--- config.mk ---
export PLATFORM = sky130hd
export DESIGN_NAME = radio_command_framer_top
export DESIGN_NICKNAME = d
export VERILOG_FILES = /design/src/hdl/rcf_pkg.sv /design/src/hdl/rcf_csr.sv /design/src/hdl/rcf_frame_build.sv /design/src/hdl/rcf_serializer.sv /design/src/hdl/radio_command_framer_top.sv
export SDC_FILE = /design/constraint.sdc
export NUM_CORES = 1
export LEC_CHECK = 0
export ABC_AREA = 1
export BUFFER_PORTS_ARGS = -buffer_cell sky130_fd_sc_hd__buf_2
export CAP_MARGIN = 30
export CORE_MARGIN = 1
export CORE_UTILIZATION = 56
export CTS_BUF_LIST = sky130_fd_sc_hd__clkbuf_8
export CTS_CLUSTER_DIAMETER = 30
export CTS_CLUSTER_SIZE = 20
export DETAILED_ROUTE_END_ITERATION = 10
export PLACE_DENSITY = 0.77
export SYNTH_ARGS = -nofsm -noshare
export SYNTH_HDL_FRONTEND = slang
export SYNTH_SLANG_ARGS = --single-unit
--- constraint.sdc ---
create_clock -name clock -period 4.75 [get_ports clock]
set_input_delay 0.475 -clock clock [delete_from_list [all_inputs] [get_ports clock]]
set_output_delay 0.475 -clock clock [all_outputs]
set_load 0.005 [all_outputs]
--- src/hdl/rcf_pkg.sv ---
// shared types and constants of the radio command framer
package rcf_pkg;

   localparam int FRAME_BYTES = 16;
   localparam int HDR_BYTES   = 5;
   localparam int PAY_MAX     = 5;
   localparam int PAY_ROOM    = FRAME_BYTES - 1 - HDR_BYTES;
   localparam int PAY_USED    = (PAY_ROOM < PAY_MAX) ? PAY_ROOM : PAY_MAX;
   localparam int LAST_IDX    = FRAME_BYTES + 1;
   localparam int CNT_W       = $clog2(FRAME_BYTES + 2);

   localparam logic [8:0] ADDR_MARK  = 9'h100;
   localparam logic [8:0] END_WORD   = 9'h1FF;
   localparam logic [7:0] FRAME_KIND = 8'd0;
   localparam logic [7:0] FUNC_CODE  = 8'd1;

   localparam logic [2:0] PAY_NONE      = 3'd0;
   localparam logic [2:0] PAY_HEARTBEAT = 3'd1;
   localparam logic [2:0] PAY_SOUND     = 3'd3;
   localparam logic [2:0] PAY_LIGHTING  = 3'd4;
   localparam logic [2:0] PAY_DRIVE     = 3'd5;

   localparam logic [7:0] RST_SENDER    = 8'd5;
   localparam logic [7:0] RST_TARGET    = 8'd1;
   localparam logic [7:0] RST_DEVICE    = 8'd10;
   localparam logic [7:0] RST_COUNT     = 8'd10;
   localparam logic [7:0] RST_DRIVE     = 8'd1;
   localparam logic [7:0] RST_LIGHTING  = 8'd2;
   localparam logic [7:0] RST_SOUND     = 8'd3;
   localparam logic [7:0] RST_HEARTBEAT = 8'd4;

   typedef enum logic [2:0] {
      REG_SENDER_ADDRESS = 3'd0,
      REG_TARGET_NODE    = 3'd1,
      REG_DEVICE_ADDRESS = 3'd2,
      REG_PAYLOAD_COUNT  = 3'd3,
      REG_DRIVE_CODE     = 3'd4,
      REG_LIGHTING_CODE  = 3'd5,
      REG_SOUND_CODE     = 3'd6,
      REG_HEARTBEAT_CODE = 3'd7
   } reg_index_type;

   typedef struct packed {
      logic [7:0] sender_address;
      logic [7:0] target_node;
      logic [7:0] device_address;
      logic [7:0] payload_count;
      logic [7:0] drive_code;
      logic [7:0] lighting_code;
      logic [7:0] sound_code;
      logic [7:0] heartbeat_code;
   } cfg_type;

   typedef logic [8:0] line_word_type;
   typedef line_word_type [FRAME_BYTES:0] head_words_type;

   typedef struct packed {
      logic           valid;
      head_words_type words;
   } frame_item_type;

endpackage

--- src/hdl/rcf_csr.sv ---
// configuration registers of the radio command framer
module rcf_csr (
   input  logic            clock,
   input  logic            reset,
   input  logic            csr_valid,
   output logic            csr_ready,
   input  logic [2:0]      csr_index,
   input  logic [7:0]      csr_data,
   output rcf_pkg::cfg_type cfg
);
   import rcf_pkg::*;

   cfg_type cfg_ff;
   cfg_type cfg_in;

   assign csr_ready = 1'b1;
   assign cfg       = cfg_ff;

   always_comb begin
      cfg_in = cfg_ff;
      if (csr_valid) begin
         unique case (reg_index_type'(csr_index))
            REG_SENDER_ADDRESS: cfg_in.sender_address = csr_data;
            REG_TARGET_NODE:    cfg_in.target_node    = csr_data;
            REG_DEVICE_ADDRESS: cfg_in.device_address = csr_data;
            REG_PAYLOAD_COUNT:  cfg_in.payload_count  = csr_data;
            REG_DRIVE_CODE:     cfg_in.drive_code     = csr_data;
            REG_LIGHTING_CODE:  cfg_in.lighting_code  = csr_data;
            REG_SOUND_CODE:     cfg_in.sound_code     = csr_data;
            REG_HEARTBEAT_CODE: cfg_in.heartbeat_code = csr_data;
            default: cfg_in = cfg_ff;
         endcase
      end
   end

   always_ff @(posedge clock) begin
      if (reset) begin
         cfg_ff.sender_address <= RST_SENDER;
         cfg_ff.target_node    <= RST_TARGET;
         cfg_ff.device_address <= RST_DEVICE;
         cfg_ff.payload_count  <= RST_COUNT;
         cfg_ff.drive_code     <= RST_DRIVE;
         cfg_ff.lighting_code  <= RST_LIGHTING;
         cfg_ff.sound_code     <= RST_SOUND;
         cfg_ff.heartbeat_code <= RST_HEARTBEAT;
      end else begin
         cfg_ff <= cfg_in;
      end
   end

endmodule

--- src/hdl/rcf_frame_build.sv ---
// input register and frame assembly with checksum
module rcf_frame_build (
   input  logic                   clock,
   input  logic                   reset,
   input  logic                   req_valid,
   output logic                   req_stall,
   input  logic [7:0]             req_operation,
   input  logic [7:0]             req_controller,
   input  logic [7:0]             req_action_code,
   input  logic [7:0]             req_value_first,
   input  logic [7:0]             req_value_second,
   input  rcf_pkg::cfg_type       cfg,
   output rcf_pkg::frame_item_type frame,
   input  logic                   frame_take
);
   import rcf_pkg::*;

   logic       in_valid_ff;
   logic       in_valid_in;
   logic [7:0] op_ff;
   logic [7:0] ctl_ff;
   logic [7:0] act_ff;
   logic [7:0] v0_ff;
   logic [7:0] v1_ff;
   logic       accept;

   logic [2:0]                   pay_len;
   logic [PAY_MAX-1:0][7:0]      pay_val;
   logic [FRAME_BYTES-1:0][7:0]  frame_bytes;
   logic [7:0]                   sum;

   assign req_stall = in_valid_ff && !frame_take;
   assign accept    = req_valid && !req_stall;

   always_comb begin
      in_valid_in = in_valid_ff;
      if (accept) begin
         in_valid_in = 1'b1;
      end else if (frame_take) begin
         in_valid_in = 1'b0;
      end
   end

   always_ff @(posedge clock) begin
      if (reset) begin
         in_valid_ff <= 1'b0;
      end else begin
         in_valid_ff <= in_valid_in;
      end
   end

   always_ff @(posedge clock) begin
      if (accept) begin
         op_ff  <= req_operation;
         ctl_ff <= req_controller;
         act_ff <= req_action_code;
         v0_ff  <= req_value_first;
         v1_ff  <= req_value_second;
      end
   end

   // first matching code wins
   always_comb begin
      if (op_ff == cfg.drive_code) begin
         pay_len = PAY_DRIVE;
      end else if (op_ff == cfg.lighting_code) begin
         pay_len = PAY_LIGHTING;
      end else if (op_ff == cfg.sound_code) begin
         pay_len = PAY_SOUND;
      end else if (op_ff == cfg.heartbeat_code) begin
         pay_len = PAY_HEARTBEAT;
      end else begin
         pay_len = PAY_NONE;
      end
   end

   assign pay_val = {v1_ff, v0_ff, act_ff, ctl_ff, op_ff};

   always_comb begin
      frame_bytes    = '0;
      frame_bytes[0] = FRAME_KIND;
      frame_bytes[1] = cfg.sender_address;
      frame_bytes[2] = FUNC_CODE;
      frame_bytes[3] = cfg.target_node;
      frame_bytes[4] = cfg.payload_count;
      sum = FRAME_KIND + cfg.sender_address + FUNC_CODE + cfg.target_node
            + cfg.payload_count;
      for (int i = 0; i < PAY_USED; i++) begin
         frame_bytes[HDR_BYTES + i] = (3'(i) < pay_len) ? pay_val[i] : 8'd0;
         sum = sum + frame_bytes[HDR_BYTES + i];
      end
      frame_bytes[FRAME_BYTES-1] = (~sum) + 8'd1;
   end

   always_comb begin
      frame.valid    = in_valid_ff;
      frame.words[0] = ADDR_MARK | {1'b0, cfg.device_address};
      for (int j = 0; j < FRAME_BYTES; j++) begin
         frame.words[j+1] = {1'b0, frame_bytes[j]};
      end
   end

endmodule

--- src/hdl/rcf_serializer.sv ---
// frame buffer and word-by-word output register
module rcf_serializer (
   input  logic                   clock,
   input  logic                   reset,
   input  rcf_pkg::frame_item_type frame,
   output logic                   frame_take,
   output logic                   rsp_valid,
   input  logic                   rsp_stall,
   output logic [8:0]             rsp_line_word,
   output logic                   rsp_last_word
);
   import rcf_pkg::*;

   logic           busy_ff;
   logic           busy_in;
   logic [CNT_W-1:0] cnt_ff;
   logic [CNT_W-1:0] cnt_in;
   head_words_type words_ff;
   head_words_type words_in;
   logic           rsp_valid_ff;
   logic           rsp_valid_in;
   line_word_type  rsp_word_ff;
   logic           rsp_last_ff;

   logic          out_free;
   logic          emit;
   logic          last_now;
   logic          done;
   line_word_type word_now;

   assign out_free   = !rsp_valid_ff || !rsp_stall;
   assign emit       = busy_ff && out_free;
   assign last_now   = (cnt_ff == CNT_W'(LAST_IDX));
   assign word_now   = last_now ? END_WORD : words_ff[0];
   assign done       = emit && last_now;
   assign frame_take = frame.valid && (!busy_ff || done);

   always_comb begin
      busy_in  = busy_ff;
      cnt_in   = cnt_ff;
      words_in = words_ff;
      if (frame_take) begin
         busy_in  = 1'b1;
         cnt_in   = '0;
         words_in = frame.words;
      end else if (emit) begin
         cnt_in = cnt_ff + CNT_W'(1);
         for (int j = 0; j < FRAME_BYTES; j++) begin
            words_in[j] = words_ff[j+1];
         end
         if (done) begin
            busy_in = 1'b0;
         end
      end
      rsp_valid_in = out_free ? emit : rsp_valid_ff;
   end

   always_ff @(posedge clock) begin
      if (reset) begin
         busy_ff      <= 1'b0;
         cnt_ff       <= '0;
         rsp_valid_ff <= 1'b0;
      end else begin
         busy_ff      <= busy_in;
         cnt_ff       <= cnt_in;
         rsp_valid_ff <= rsp_valid_in;
      end
   end

   always_ff @(posedge clock) begin
      words_ff <= words_in;
      if (emit) begin
         rsp_word_ff <= word_now;
         rsp_last_ff <= last_now;
      end
   end

   assign rsp_valid     = rsp_valid_ff;
   assign rsp_line_word = rsp_word_ff;
   assign rsp_last_word = rsp_last_ff;

endmodule

--- src/hdl/radio_command_framer_top.sv ---
// radio command framer: one command in, a 9-bit uart word sequence out
// req_ channel takes one command item (operation, controller, action code,
// two values); rsp_ channel returns one 9-bit line word per item, 18 per
// command: device address with bit 8 set, 16 frame bytes ending in the
// checksum, then end word 0x1ff with rsp_last_word high.
// csr_ writes one of eight 8-bit registers by index; always ready.
// a command passes the input register, the frame buffer and the output
// register before its first word shows on rsp_; words follow one per cycle
// while rsp_ is not stalled, with no gap when the next command waits;
// throughput is set by the output register. one command waits in the
// input register while the previous one is being sent, so req_stall rises
// only when both the input register and the frame buffer are occupied.
// a stall on rsp_ holds the current word; the frame buffer and input
// register keep their contents until it clears.
// reset empties all stages and loads the registers with their defaults.
module radio_command_framer_top (
   input  logic       clock,
   input  logic       reset,
   input  logic       req_valid,
   output logic       req_stall,
   input  logic [7:0] req_operation,
   input  logic [7:0] req_controller,
   input  logic [7:0] req_action_code,
   input  logic [7:0] req_value_first,
   input  logic [7:0] req_value_second,
   output logic       rsp_valid,
   input  logic       rsp_stall,
   output logic [8:0] rsp_line_word,
   output logic       rsp_last_word,
   input  logic       csr_valid,
   output logic       csr_ready,
   input  logic [2:0] csr_index,
   input  logic [7:0] csr_data
);
   import rcf_pkg::*;

   cfg_type        cfg;
   frame_item_type frame;
   logic           frame_take;

   rcf_csr u_csr (
      .clock     (clock),
      .reset     (reset),
      .csr_valid (csr_valid),
      .csr_ready (csr_ready),
      .csr_index (csr_index),
      .csr_data  (csr_data),
      .cfg       (cfg)
   );

   rcf_frame_build u_build (
      .clock            (clock),
      .reset            (reset),
      .req_valid        (req_valid),
      .req_stall        (req_stall),
      .req_operation    (req_operation),
      .req_controller   (req_controller),
      .req_action_code  (req_action_code),
      .req_value_first  (req_value_first),
      .req_value_second (req_value_second),
      .cfg              (cfg),
      .frame            (frame),
      .frame_take       (frame_take)
   );

   rcf_serializer u_ser (
      .clock         (clock),
      .reset         (reset),
      .frame         (frame),
      .frame_take    (frame_take),
      .rsp_valid     (rsp_valid),
      .rsp_stall     (rsp_stall),
      .rsp_line_word (rsp_line_word),
      .rsp_last_word (rsp_last_word)
   );

endmodule

==> metrics.txt <==
status finished with violations; failing checks negative setup slack; I/O Buffers 67; CP max-delay cell fa_1; area of the mapped netlist 0.0119 mm²; Setup WS post-layout -0.636 ns; CTS Buf Count 44; fmax 0.186 GHz; Post-CTS Hold Buffers 0; total congestion overflow 0; final hold slack 0.0839 ns; largest net degree at the start of global routing 90; clock latency on the worst-skew pair 0.57 ns; mean number of vias per cell 5.19; leakage 6.21 nW; most frequent cells in the layout nand2_1, edfxtp_1, dfxtp_1, inv_1, nor2_1; peak fanout along the critical path 5; crit path DAT 5.70 ns; Least-Margin Pin Slew 0.762 ns; wire length after detailed routing 26800 µm; post-synthesis xor/xnor area fraction 2.42%; asr flop ratio synth 0%; Cell Pwr Density 397 mW/mm²; initial antenna violation count 0; ratio of cells with drive above 1 in the final layout 22.0%; Rel. slew slack 49.2%; Clock transition at path regs 0.07 ns; Tcrit/Tclk final 113%; Top Ports 69; DIE AREA 0.0219 mm²; via count 9008; synth unique cells 37; Layout Nets 1531; Hold Path Class in -> reg; top_reg_cell synth edfxtp_1; Design Area, Final 0.0141 mm²; Fin. Hold Viols 0; Worst Setup End Kind flop; first-pass GRT wire length 43200 µm; Synth Register Bits 259; vias in the first global route 8636; Max-cap violations 0; Core Util, Final 67.4%; Startpoint Class flop; Longest Clk Path Bufs 3; most common cell after layout, fill and taps aside nand2_1; Fin Clk Skew 0.0227 ns; register area share after synthesis 54.3%; RSZ-0062 raised after global routing yes; Die X 148 µm; Initial Util 57.0%; routed len/inst 15.4 µm; Avg Synthesized Cell Area 9.14 µm²; die height 148 µm; multiplexer area fraction after synthesis 0%; Req. time, crit path 5.07 ns; post-route minimum period 5.39 ns; combinational family with the most area after synthesis simple AND/OR/NAND/NOR gates; Synth Area in Compound Gates 7.60%; Total Routing Usage GR 25.1%; adder and majority gate portion of the synthesized area 7.69%; Clock Tree Root clkbuf_8; drc violations 0; H-Tree Depth 2; Mapped Cells 1307; first drt pass iteration count 5; Post-synth EDFFs 130; pre-CTS WS -0.708 ns; Final Slew Violations 0; GP Congestion 0.923; Core Rows 53; P&R area growth vs syn 18.2%; Worst VDD drop 345 µV; slowest stage delay, CP 0.53 ns; Crit path top cell by count nand2_1; clock sink total 259; # diodes 0; critical path class reg -> reg; Power Total 5.61 mW; Warnings, synthesis 0; dpl cell area 0.0129 mm²; post-detail-place hpwl 17400 µm; Core Region 0.0210 mm²; clock tree from TritonCTS yes; remaining antenna violation count 0; Final setup viols 4; Synth Area in Simple Gates 21.2%; syn nets 1413; drt initial violations 530
registers in the layout (all words and copies together), names as in the netlist:
name and flops:
u_ser.words_ff 137, u_csr.cfg 64, u_ser.rsp_line_word 9, u_build.act_ff 8
u_build.ctl_ff 8, u_build.op_ff 8, u_build.v0_ff 8, u_build.v1_ff 8
u_ser.cnt_ff 5, u_build.in_valid_ff 1, u_ser.busy_ff 1, u_ser.rsp_last_word 1
u_ser.rsp_valid 1
synthesized netlist by cell type, types with 12 or more instances:
cell type / instances / share of area (%)
nor2_1: 112 / 3.5
inv_1: 116 / 3.6
nand2_2: 14 / 0.73
xor2_1: 17 / 1.2
inv_2: 12 / 0.38
clkbuf_1: 31 / 0.97
o21ai_0: 94 / 3.9
nand3_1: 86 / 3.6
a21oi_1: 80 / 3.4
buf_2: 16 / 0.67
nand2_1: 335 / 11
xnor2_1: 16 / 1.2
dfxtp_1: 129 / 22
fa_1: 39 / 6.5
edfxtp_1: 130 / 33
what timing repair did:
item                                    4_1_cts  5_1_grt
resized for setup                            22       25
endpoints found under the setup margin        5        5
buffers inserted                              7        4
endpoints found under the hold margin         0        0
pin swaps                                    21       25
final cells by class:
type	count	area, µm²
Sequential cell	259	6490
Clock inverter	35	358
Fill cell	1673	6830
Multi-Input combinational cell	850	4870
Clock buffer	46	633
Inverter	133	510
Tap cell	275	344
Timing Repair Buffer	137	923
metal layers:
| metal | share of wire [%] | vias to the layer above | GRT usage, % |
|---|---|---|---|
| li1 | - | 4445 | - |
| met1 | 43 | 4203 | 34.0 |
| met2 | 47 | 300 | 40.1 |
| met3 | 6.6 | 60 | 4.75 |
| met4 | 3.2 | 0 | 9.64 |
| met5 | 0 | - | 0 |
worst max-delay path, delay by kind of cell, from the launching register on:
family | cells | cell delay (ns)
fa+ha+maj | 6 | 2.57
simple gates | 15 | 1.41
xor+xnor | 2 | 0.30
buf+inv | 5 | 0.37
flops | 1 | 0.50
cells by family (layout without fill, tap and decap cells):
logic type / count (synthesis) / after routing
flip-flops: 259 / 259
other: 1 / 1
buffers and inverters: 198 / 351
adder cells (fa/ha/maj): 50 / 50
AO/OA/AOI/OAI: 179 / 179
XOR/XNOR: 33 / 33
AND/OR/NAND/NOR: 587 / 587
final timing paths:
| path | start | end | slack (ns) | depth (start not counted) |
|---|---|---|---|---|
| worst max-delay path | u_build.op_ff[4] | u_ser.words_ff[151] | -0.64 | 28 |
| worst min-delay path | req_value_second[0] | u_build.v1_ff[0] | 0.08 | 1 |
| worst max register to register | u_build.op_ff[4] | u_ser.words_ff[151] | -0.64 | 28 |
| worst min register to register | u_ser.words_ff[136] | u_ser.words_ff[136] | 0.46 | 2 |
where the power goes:
| part | internal [mW] | leakage (nW) | switching (mW) |
|---|---|---|---|
| logic | 0.306 | 3.38 | 0.444 |
| clock network | 1.22 | 0.509 | 1.00 |
| registers | 2.55 | 2.32 | 0.0807 |
| total | 4.08 | 6.21 | 1.53 |
metrics by stage:
stage          instances  setup TNS (ns)
5_1_grt             1735           -2.08
6_report            1735           -1.08
3_5_place_dp        1642           -1.34
2_1_floorplan       1307          -0.326
3_3_place_gp        1642           -1.01
4_1_cts             1730          -0.921
Power figures use the tool's default switching activity.
